`src/sv/bdr_pkg.sv`:
```
`default_nettype none
package bdr_pkg;

  localparam int COORD_W   = 12;
  localparam int DIM_W     = 13;
  localparam int HALF_W    = DIM_W - 1;
  localparam int COEF_W    = 18;
  localparam int FRAC      = 16;
  localparam int SUM_W     = 2 * DIM_W;
  localparam int ROOT_W    = 29;
  localparam int RAD_W     = 2 * ROOT_W;
  localparam int REM_W     = ROOT_W + 3;
  localparam int INDEX_W   = 24;
  localparam int CFG_IDX_W = 3;

  localparam logic [CFG_IDX_W-1:0] CFG_WIDTH  = 3'd0;
  localparam logic [CFG_IDX_W-1:0] CFG_HEIGHT = 3'd1;
  localparam logic [CFG_IDX_W-1:0] CFG_COEF_A = 3'd2;
  localparam logic [CFG_IDX_W-1:0] CFG_COEF_B = 3'd3;
  localparam logic [CFG_IDX_W-1:0] CFG_COEF_C = 3'd4;

  typedef struct packed {
    logic [COORD_W-1:0] out_x;
    logic [COORD_W-1:0] out_y;
  } req_t;

  typedef struct packed {
    logic [COORD_W-1:0] src_x;
    logic [COORD_W-1:0] src_y;
    logic [INDEX_W-1:0] src_index;
    logic               in_range;
  } rsp_t;

  typedef struct packed {
    logic [DIM_W-1:0]         image_width;
    logic [DIM_W-1:0]         image_height;
    logic signed [COEF_W-1:0] coef_a;
    logic signed [COEF_W-1:0] coef_b;
    logic signed [COEF_W-1:0] coef_c;
  } cfg_t;

  // offsets from frame center, carried alongside the radius
  typedef struct packed {
    logic signed [DIM_W-1:0] dx;
    logic signed [DIM_W-1:0] dy;
  } side_t;

  // source coordinate before index formation
  typedef struct packed {
    logic             ok;
    logic [DIM_W-1:0] sx;
    logic [DIM_W-1:0] sy;
  } coord_t;

  function automatic logic [HALF_W-1:0] half_dim(input logic [DIM_W-1:0] d);
    return d[DIM_W-1:1];
  endfunction

endpackage
`default_nettype wire

```
`src/sv/bdr_sqrt.sv`:
```
`default_nettype none
module bdr_sqrt import bdr_pkg::*; (
  input  logic              clk,
  input  logic              rst,
  input  logic              en,
  input  logic              in_valid,
  input  logic [SUM_W-1:0]  in_sum,
  input  side_t             in_side,
  output logic              out_valid,
  output logic [ROOT_W-1:0] out_root,
  output side_t             out_side
);

  // floor(sqrt(sum * 2^32)), one root bit per stage
  logic              valid_q [ROOT_W];
  logic [ROOT_W-1:0] root_q  [ROOT_W];
  logic [REM_W-1:0]  rem_q   [ROOT_W];
  logic [RAD_W-1:0]  rad_q   [ROOT_W];
  side_t             side_q  [ROOT_W];

  for (genvar k = 0; k < ROOT_W; k++) begin : g_stage
    logic              v_in;
    logic [ROOT_W-1:0] root_in;
    logic [REM_W-1:0]  rem_in;
    logic [RAD_W-1:0]  rad_in;
    side_t             side_in;
    logic [REM_W-1:0]  rem_sh;
    logic [REM_W-1:0]  trial;
    logic              fit;

    if (k == 0) begin : g_first
      assign v_in    = in_valid;
      assign root_in = '0;
      assign rem_in  = '0;
      assign rad_in  = {in_sum, {(RAD_W - SUM_W){1'b0}}};
      assign side_in = in_side;
    end else begin : g_next
      assign v_in    = valid_q[k-1];
      assign root_in = root_q[k-1];
      assign rem_in  = rem_q[k-1];
      assign rad_in  = rad_q[k-1];
      assign side_in = side_q[k-1];
    end

    assign rem_sh = {rem_in[REM_W-3:0], rad_in[RAD_W-1 -: 2]};
    assign trial  = {1'b0, root_in, 2'b01};
    assign fit    = rem_sh >= trial;

    always_ff @(posedge clk) begin
      if (rst) begin
        valid_q[k] <= 1'b0;
      end else if (en) begin
        valid_q[k] <= v_in;
      end
    end

    always_ff @(posedge clk) begin
      if (en) begin
        root_q[k] <= {root_in[ROOT_W-2:0], fit};
        rem_q[k]  <= fit ? rem_sh - trial : rem_sh;
        rad_q[k]  <= {rad_in[RAD_W-3:0], 2'b00};
        side_q[k] <= side_in;
      end
    end
  end

  assign out_valid = valid_q[ROOT_W-1];
  assign out_root  = root_q[ROOT_W-1];
  assign out_side  = side_q[ROOT_W-1];

endmodule
`default_nettype wire

```
`config.mk`:
```
export PLATFORM = sky130hd
export DESIGN_NAME = bdr_sqrt
export DESIGN_NICKNAME = d
export VERILOG_FILES = /design/src/sv/bdr_pkg.sv /design/src/sv/bdr_sqrt.sv
export SDC_FILE = /design/constraint.sdc
export NUM_CORES = 2
export LEC_CHECK = 0
export BUFFER_PORTS_ARGS = -buffer_cell sky130_fd_sc_hd__buf_4
export CAP_MARGIN = 15
export CELL_PAD_IN_SITES_DETAIL_PLACEMENT = 1
export CELL_PAD_IN_SITES_GLOBAL_PLACEMENT = 2
export CORE_UTILIZATION = 40
export DETAILED_ROUTE_END_ITERATION = 12
export PLACE_DENSITY = 0.8
export SYNTH_ARGS = -nofsm -noshare
export SYNTH_HDL_FRONTEND = slang
export SYNTH_MEMORY_MAX_BITS = 65536
export SYNTH_SLANG_ARGS = --single-unit
```
`constraint.sdc`:
```
create_clock -name clk -period 4.6 [get_ports clk]
set_input_delay 0.23 -clock clk [delete_from_list [all_inputs] [get_ports clk]]
set_output_delay 0.23 -clock clk [all_outputs]
set_load 0.1 [all_outputs]
```
==> results.md <==
- Core footprint: around 0.24 mm2
- Synth area leaders: edfxtp_1 (67%), ha_1 (5.7%), xor2_1 (2.9%)
- Die W: 492 um
- Yosys reg bits: 2,157
- Placement-stage cell area: 0.101 mm2
- Vias per inst: 5.12
- Distinct cells, synth: 83
- Ports: 112
- Critical Path RT: approximately 5.2 ns
- Status: complete, no violations
- Min cycle time layout: 4.24 ns
- Final max-slew violation count: 0
- Vias: 55,610
- Syn_area_per_cell: 13.5 um2
- Port buffer count: 111
- WS Path Type: register to register
- Die area: roughly 0.24 mm2
- Drt total wl: 196,000 um
- Yosys top cell by area: edfxtp_1
- Slew @ Worst Pin: 1.14 ns
- RSZ-0062 raised after global routing: false
- Setup tns final: 0 ns
- Multi-input gate area: 0.0289 mm2
- Clk slew on worst S/H paths: 0.07 ns
- Rows: 179
- Skew final: 0.0653 ns
- Top_reg_cell synth: edfxtp_1
- DR DRC count: 0
- Max-cap violation count: 0
- Worst Path Max Fanout: 5
- Total CTS buffers: 226
- Top-area cell type share of the netlist area: 67.3%
- # fillers: 24,205
- Power per cell area: 479 mW/mm2
- Net Count, Synth: 7,626
- Skew-Pair Late Insertion Delay: ~0.87 ns
- Global Route Usage Sum: 16.1%
- Total grt overflow: 0
- H-tree Lvls: 4
- DP Wirelength: 141,000 um
- Final ANT Viol Nets: 0
- CP Capture Type: register
- Fin crit share: 92.3%
- Ys async rst share: 0%
- Initial core utilization: 40.3%
- Setup slack at placement: 0.407 ns
- Area Overhead vs Synth: 13.9%
- Cell count after synthesis: 7,120
- Mapped Area: 0.0962 mm2
- Clk buf depth: 3
- Hold slack: a little under 0.08 ns
- Final setup vio count: 0
- Starting DRT DRC Count: 2,805
- Final setup margin: 0.356 ns
- Hold/Removal Path Class: input port to register
- Vias in the first global route: 59,076
- Final instance area: approximately 0.11 mm2
- Most common cell in the netlist: edfxtp_1
- Peak VDD IR: around 0.37 mV
- Fin util: 45.9%
- CTS tree: done
- Layout Nets: ~8,000
- P_leak: 41.1 nW
- Global-route wire length before repair: 314,000 um
- Share of cells above drive strength 1: 8.04%
- Routed len/inst: ~18 um
- Hold Vio Cnt, Final: 0
- Most frequent cells after synthesis: edfxtp_1 (2,157), inv_1 (580), nand2_1 (532)
- Sequential fraction of the synthesis area: 67.3%
- Crit path DAT: 4.86 ns
- Synth Warn #: 0
- Slew HR: 23.1%
- First drt pass iteration count: 7
- Clock sink count: between 2,000 and 2,500
- Gp weighted congestion: 0.839
- Root buf cell: clkbuf_16
- EDFF count, synth: 2,157
- Reg area: 0.0648 mm2
- Initial antenna violation count: 2
- Die span in y: 492 um
- Achievable Freq: 236 MHz
- Largest net degree at the start of global routing: a little over 200
- CP Launch Type: register
cell families (layout without fill, tap and decap cells):
kind of cell | Yosys count | count (layout) | synth area share (%)
compound gates | 1348 | 1348 | 8.64
xor+xnor | 601 | 601 | 5.47
fa+ha+maj | 450 | 450 | 5.97
buf+inv | 699 | 1263 | 2.73
flops | 2157 | 2157 | 67.3
mux | 53 | 53 | 0.611
other cells | 1 | 2 | 0.00390
simple gates | 1811 | 1811 | 9.23
cell type report:
| class | instances | area share (%) |
|---|---|---|
| sequential | 2157 | 59.1 |
| multi-input combinational | 4264 | 26.4 |
| timing repair buffer | 262 | 2.16 |
| clock inverter | 141 | 1.36 |
| tap | 3167 | 3.62 |
| clock buffer | 277 | 5.36 |
| inverter | 583 | 2.00 |
| antenna | 1 | 0.00229 |
layout by cell type, fill, tap and decap left out, types with 75 or more instances in the layout:
cell type	n
nor2b_1	75
xor2_1	314
nor4_1	98
nor3_1	174
buf_4	175
nor2_1	399
inv_1	580
nand2b_1	86
edfxtp_1	2157
a21o_1	164
ha_1	435
a21oi_1	367
o21ai_0	413
nand2_1	532
nand3_1	98
xnor2_1	287
clkbuf_16	227
layer usage:
layer | share of wire (%) | global-route usage [%] | vias to the layer above | wire (um)
met5 | 0 | 0 | - | 0
met4 | 3.5 | 5.86 | 0 | 6770
met3 | 3.1 | 2.33 | 382 | 6000
met2 | 52 | 29.7 | 754 | 102000
met1 | 42 | 18.9 | 27431 | 81800
li1 | - | - | 27043 | -
stage by stage:
step	total power [W]	std cells
5_1_grt	0.0549	10852
6_report	0.0525	10852
4_1_cts	0.0531	10850
3_5_place_dp	0.0349	10364
3_3_place_gp	0.0346	10363
2_1_floorplan	0.0319	7120
sequential cells by signal (all words and copies together), names as in the netlist:
| name | flops |
|---|---|
| valid_q | 29 |
| rem_q | 783 |
| root_q | 435 |
| rad_q | 156 |
| side_q | 754 |
power breakdown:
part / switching, W / internal, W
logic: 0.00519 / 0.00367
clock network: 0.00766 / 0.0103
registers: 0.00129 / 0.0244
repair_timing:
item | in CTS | in global routing
buffers inserted | 0 | 0
endpoints found under the setup margin | 0 | 0
hold endpoints to repair | 136 | 0
hold buffers | 68 | 0
gates resized for setup | 0 | 0
worst paths after layout:
check	cells past startpoint	slack, ns	from	to
max	10	0.36	root_q[0][238]	rem_q[0][311]
max reg2reg	10	0.36	root_q[0][238]	rem_q[0][311]
min reg2reg	0	0.37	side_q[5][27]	side_q[6][1]
min	2	0.08	in_sum[10]	rad_q[0][42]
critical path, stage by stage, from the launching register on:
cell	delay [ns]
edfxtp_1	0.37
inv_1	0.06
ha_1	0.37
and4b_1	0.26
nand4_1	0.20
o311ai_0	0.88
nor4_2	0.12
nor4_1	0.98
nand3_1	0.38
nor3_1	0.26
xor2_1	0.10
(Power assumes the default switching activity.)
