===== config.mk =====
export PLATFORM = sky130hd
export DESIGN_NAME = bdr_div
export DESIGN_NICKNAME = d
export VERILOG_FILES = /design/src/sv/bdr_pkg.sv /design/src/sv/bdr_div.sv
export SDC_FILE = /design/constraint.sdc
export NUM_CORES = 2
export LEC_CHECK = 0
export BUFFER_PORTS_ARGS = -buffer_cell sky130_fd_sc_hd__buf_2
export CAP_MARGIN = 5
export CORE_AREA = 2 2 357 359
export CTS_CLUSTER_DIAMETER = 30
export DETAILED_ROUTE_END_ITERATION = 12
export DIE_AREA = 0 0 359 361
export PLACE_DENSITY_LB_ADDON = 0.1
export SYNTH_ARGS = -nofsm -noshare
export SYNTH_HDL_FRONTEND = slang
export SYNTH_SLANG_ARGS = --single-unit

===== constraint.sdc =====
create_clock -name clk -period 5.8 [get_ports clk]
set_input_delay 1.16 -clock clk [delete_from_list [all_inputs] [get_ports clk]]
set_output_delay 1.16 -clock clk [all_outputs]
set_load 0.1 [all_outputs]

===== src/sv/bdr_pkg.sv =====
`default_nettype none
package bdr_pkg;

  localparam int COORD_W   = 12;
  localparam int DIM_W     = 13;
  localparam int HALF_W    = DIM_W - 1;
  localparam int COEF_W    = 18;
  localparam int FRAC      = 16;
  localparam int SUM_W     = 2 * DIM_W;
  localparam int ROOT_W    = 29;
  localparam int RAD_W     = 2 * ROOT_W;
  localparam int REM_W     = ROOT_W + 3;
  localparam int INDEX_W   = 24;
  localparam int CFG_IDX_W = 3;

  localparam logic [CFG_IDX_W-1:0] CFG_WIDTH  = 3'd0;
  localparam logic [CFG_IDX_W-1:0] CFG_HEIGHT = 3'd1;
  localparam logic [CFG_IDX_W-1:0] CFG_COEF_A = 3'd2;
  localparam logic [CFG_IDX_W-1:0] CFG_COEF_B = 3'd3;
  localparam logic [CFG_IDX_W-1:0] CFG_COEF_C = 3'd4;

  typedef struct packed {
    logic [COORD_W-1:0] out_x;
    logic [COORD_W-1:0] out_y;
  } req_t;

  typedef struct packed {
    logic [COORD_W-1:0] src_x;
    logic [COORD_W-1:0] src_y;
    logic [INDEX_W-1:0] src_index;
    logic               in_range;
  } rsp_t;

  typedef struct packed {
    logic [DIM_W-1:0]         image_width;
    logic [DIM_W-1:0]         image_height;
    logic signed [COEF_W-1:0] coef_a;
    logic signed [COEF_W-1:0] coef_b;
    logic signed [COEF_W-1:0] coef_c;
  } cfg_t;

  // offsets from frame center, carried alongside the radius
  typedef struct packed {
    logic signed [DIM_W-1:0] dx;
    logic signed [DIM_W-1:0] dy;
  } side_t;

  // source coordinate before index formation
  typedef struct packed {
    logic             ok;
    logic [DIM_W-1:0] sx;
    logic [DIM_W-1:0] sy;
  } coord_t;

  function automatic logic [HALF_W-1:0] half_dim(input logic [DIM_W-1:0] d);
    return d[DIM_W-1:1];
  endfunction

endpackage
`default_nettype wire


===== src/sv/bdr_div.sv =====
`default_nettype none
module bdr_div import bdr_pkg::*; (
  input  logic              clk,
  input  logic              rst,
  input  logic              en,
  input  logic [HALF_W-1:0] divisor,
  input  logic              in_valid,
  input  logic [ROOT_W-1:0] in_num,
  input  side_t             in_side,
  output logic              out_valid,
  output logic [ROOT_W-1:0] out_quot,
  output side_t             out_side
);

  // restoring divide, one quotient bit per stage
  logic              valid_q [ROOT_W];
  logic [ROOT_W-1:0] num_q   [ROOT_W];
  logic [ROOT_W-1:0] quot_q  [ROOT_W];
  logic [HALF_W-1:0] rem_q   [ROOT_W];
  side_t             side_q  [ROOT_W];

  for (genvar k = 0; k < ROOT_W; k++) begin : g_stage
    logic              v_in;
    logic [ROOT_W-1:0] num_in;
    logic [ROOT_W-1:0] quot_in;
    logic [HALF_W-1:0] rem_in;
    side_t             side_in;
    logic [HALF_W:0]   rem_sh;
    logic [HALF_W:0]   rem_dn;
    logic              fit;

    if (k == 0) begin : g_first
      assign v_in    = in_valid;
      assign num_in  = in_num;
      assign quot_in = '0;
      assign rem_in  = '0;
      assign side_in = in_side;
    end else begin : g_next
      assign v_in    = valid_q[k-1];
      assign num_in  = num_q[k-1];
      assign quot_in = quot_q[k-1];
      assign rem_in  = rem_q[k-1];
      assign side_in = side_q[k-1];
    end

    assign rem_sh = {rem_in, num_in[ROOT_W-1]};
    assign fit    = rem_sh >= {1'b0, divisor};
    assign rem_dn = fit ? rem_sh - {1'b0, divisor} : rem_sh;

    always_ff @(posedge clk) begin
      if (rst) begin
        valid_q[k] <= 1'b0;
      end else if (en) begin
        valid_q[k] <= v_in;
      end
    end

    always_ff @(posedge clk) begin
      if (en) begin
        num_q[k]  <= {num_in[ROOT_W-2:0], 1'b0};
        quot_q[k] <= {quot_in[ROOT_W-2:0], fit};
        rem_q[k]  <= rem_dn[HALF_W-1:0];
        side_q[k] <= side_in;
      end
    end
  end

  assign out_valid = valid_q[ROOT_W-1];
  assign out_quot  = quot_q[ROOT_W-1];
  assign out_side  = side_q[ROOT_W-1];

endmodule
`default_nettype wire


==> key figures <==
Outcome
  – Status: completed

Power
  – Register share of total power: 0.379
  – Clock share of power: 0.405
  – Sw Ratio: 0.2741
  – Max rail drop VDD: 0.3503 mV
  – LEAKAGE: 34.91 nW
  – Pwr/cell area: 550.4 nW/um2
  – Net Switching: 14.00 mW
  – Int Pwr: 37.08 mW
  – Comb pwr share: 0.216

Die
  – # IOs: 127
  – Chip height: 361 um
  – Die W: 359 um
  – Core area: 125,400 um2
  – Initial Util: 0.6172
  – Rows: 130
  – Die area: 129,600 um2

Route
  – Residual DRC: 0
  – WL per Instance: 19.80 um
  – DR vias/cell: 5.633
  – DRT iter0 DRCs: 2,988
  – DRT antenna net count: 0
  – Final WL: 137,200 um
  – Vias: 39,043
  – Pre-antenna DRT Iters: 6

Clock network
  – Setup bufs post-CTS: 0
  – Clock sinks: 1,960
  – CTS root buf: clkbuf_16
  – Clock latency on the worst-skew pair: 0.90 ns
  – Resized Gates After CTS: 0
  – Hold_buf cts: 0
  – Clock transition at path regs: 0.06 ns
  – CTS buffer count: 362
  – TritonCTS clock tree: done
  – H-Tree Depth: 5
  – Clk buf depth: 4

Synthesis
  – Top cells by count, synth: edfxtp_1, ha_1, a21oi_1
  – Mapped Cells: 4,477
  – Flops & latches, synth: 1,960
  – Synth unique cells: 63
  – Sequential area share after synthesis: 0.7604
  – Synth Warn #: 0
  – Area contributors post-synth: edfxtp_1, ha_1, mux2_2, a21oi_1, xnor2_1
  – Synth top area share: 0.7604
  – Syn nets: 4,913
  – Synth Cell Area: 77,400 um2
  – Top_reg_cell synth: edfxtp_1
  – Post-synth EDFFs: 1,960
  – Post-Syn Area per Cell: 17.29 um2
  – Top-count cell post-synth: edfxtp_1
  – Cell accounting for the most synthesized area: edfxtp_1
  – Fraction of registers with async set/reset: 0

STA
  – Slew Limit Headroom: 0.3016
  – Hold Fails Final Rpt: 0
  – Setup TNS: 0 ns
  – Worst Clk Skew: 0.05791 ns
  – Final Setup Violations: 0
  – Tcrit/Tclk final: 0.6756
  – Max Fclk: 255.2 MHz
  – Worst Hold Slack: 0.3815 ns
  – Slew @ Worst Pin: 1.048 ns
  – Final slew viol count: 0
  – Final worst slack: 1.882 ns
  – RSZ-0062 raised after global routing: false
  – Tmin final: 3.918 ns

GRT
  – GRT Total Usage: 0.2136
  – Largest net degree at the start of global routing: 164
  – Vias in the first global route: 39,964
  – Initial antenna violation count: 2
  – Gr ovfl total: 0
  – First-pass GRT wire length: 216,900 um

Place
  – Placement Setup Slack: 1.058 ns
  – GPL Wtd Cong: 0.8710
  – Inst Count DP: 6,285
  – DP Wirelength: 72,910 um
  – PortBufs: 126

Worst hold path
  – Worst hold path type: flop to flop
  – Hold path startpoint: side_q[0][2]
  – Hold path cells: 0

Final layout
  – Layout Cells excl Fill: 6,931
  – P&R area growth vs syn: 19.89%
  – Final core occ: 0.7399
  – Share of layout cells above drive strength 1: 0.1900
  – Fin nets: 5,435

Worst setup path
  – Worst EP required: 6.40 ns
  – Crit. End Element: flop
  – Critical path type: input pin to flop
  – R2R depth: 8
  – RR Startpoint: rem_q[10][0]
  – CP Data Arrival Time: 4.52 ns
  – Worst Setup Start Kind: input pin
  – Critical Path Source: divisor[1]
  – Crit Path Max Fanout: 13

Run
  – Max-cap violations: 0
[cell type report]
type | instances | area, um2
diodes | 2 | 5.005
clock buffers | 394 | 9285
clock inverters | 250 | 2774
fillers | 7284 | 32610
inverters | 123 | 461.7
multi-input cells | 2345 | 17890
flip-flops and latches | 1960 | 58860
well taps | 1650 | 2064
repair buffers | 207 | 1454
[final timing paths]
path | endpoint | slack [ns]
worst min register to register | side_q[0][28] | 0.38
worst max-delay path | rem_q[10][14] | 1.88
worst max register to register | rem_q[10][14] | 2.60
worst min-delay path | side_q[0][28] | 0.38
[layout by cell type, fill, tap and decap left out, drive strengths merged, types with 22 or more instances in the layout]
| cell type | count |
|---|---|
| clkinvlp | 38 |
| inv | 186 |
| xor2 | 100 |
| nor3 | 55 |
| ha | 338 |
| mux2i | 51 |
| buf | 207 |
| fa | 27 |
| edfxtp | 1960 |
| nand3 | 45 |
| clkbuf | 394 |
| o21ai | 145 |
| mux2 | 188 |
| nor2 | 225 |
| a31oi | 39 |
| a211oi | 37 |
| and3 | 53 |
| bufinv | 43 |
| and2 | 33 |
| nor4 | 22 |
| or3 | 40 |
| a21o | 128 |
| nand2b | 73 |
| clkinv | 106 |
| xnor2 | 113 |
| nand2 | 128 |
| nor2b | 65 |
| a21oi | 256 |
[power groups by stage]
stage	Sequential [mW]	Combinational (mW)	Clock, mW
floorplan	19.3	8.46	0
global placement	19.6	10.5	0
detailed placement	19.6	10.7	0
CTS	19.4	11.0	21.1
global route	19.5	12.2	21.7
finish	19.4	11.0	20.7
[state kept, by name, summed over array words and instances, names as in the netlist]
register  cells
side_q      754
quot_q      435
num_q       406
rem_q       336
valid_q      29
[per-layer routing]
metal / track usage / part of all wire / routed length, um / vias up
met5: 0 / 0 / 0 / -
met4: 0.08753 / 0.032 / 4335 / 0
met3: 0.03878 / 0.045 / 6231 / 339
met2: 0.3513 / 0.49 / 67900 / 1112
met1: 0.2851 / 0.43 / 58770 / 18947
li1: - / - / - / 18645
[stage by stage]
step	cell area [um2]	total power, mW
after floorplan	77400	27.73
after global placement	80730	30.05
after detailed placement	80730	30.27
after CTS	92790	51.45
after global routing	92790	53.46
final	92800	51.08
[worst max-delay path, cell delays in order]
cell and delay, ns:
buf_2 0.11, inv_1 0.63, ha_1 0.37, nor2b_1 0.15
o31ai_1 0.36, a21oi_1 0.17, a211oi_1 0.39, a21oi_1 0.14
o32ai_2 0.60, mux2_2 0.42
[logic make-up after synthesis]
group | synth area share
AO/OA/AOI/OAI | 0.06018
XOR/XNOR | 0.02410
adder cells (fa/ha/maj) | 0.06162
buffers and inverters | 0.008471
flip-flops | 0.7604
multiplexers | 0.03429
AND/OR/NAND/NOR | 0.05091
(Power assumes the default switching activity.)
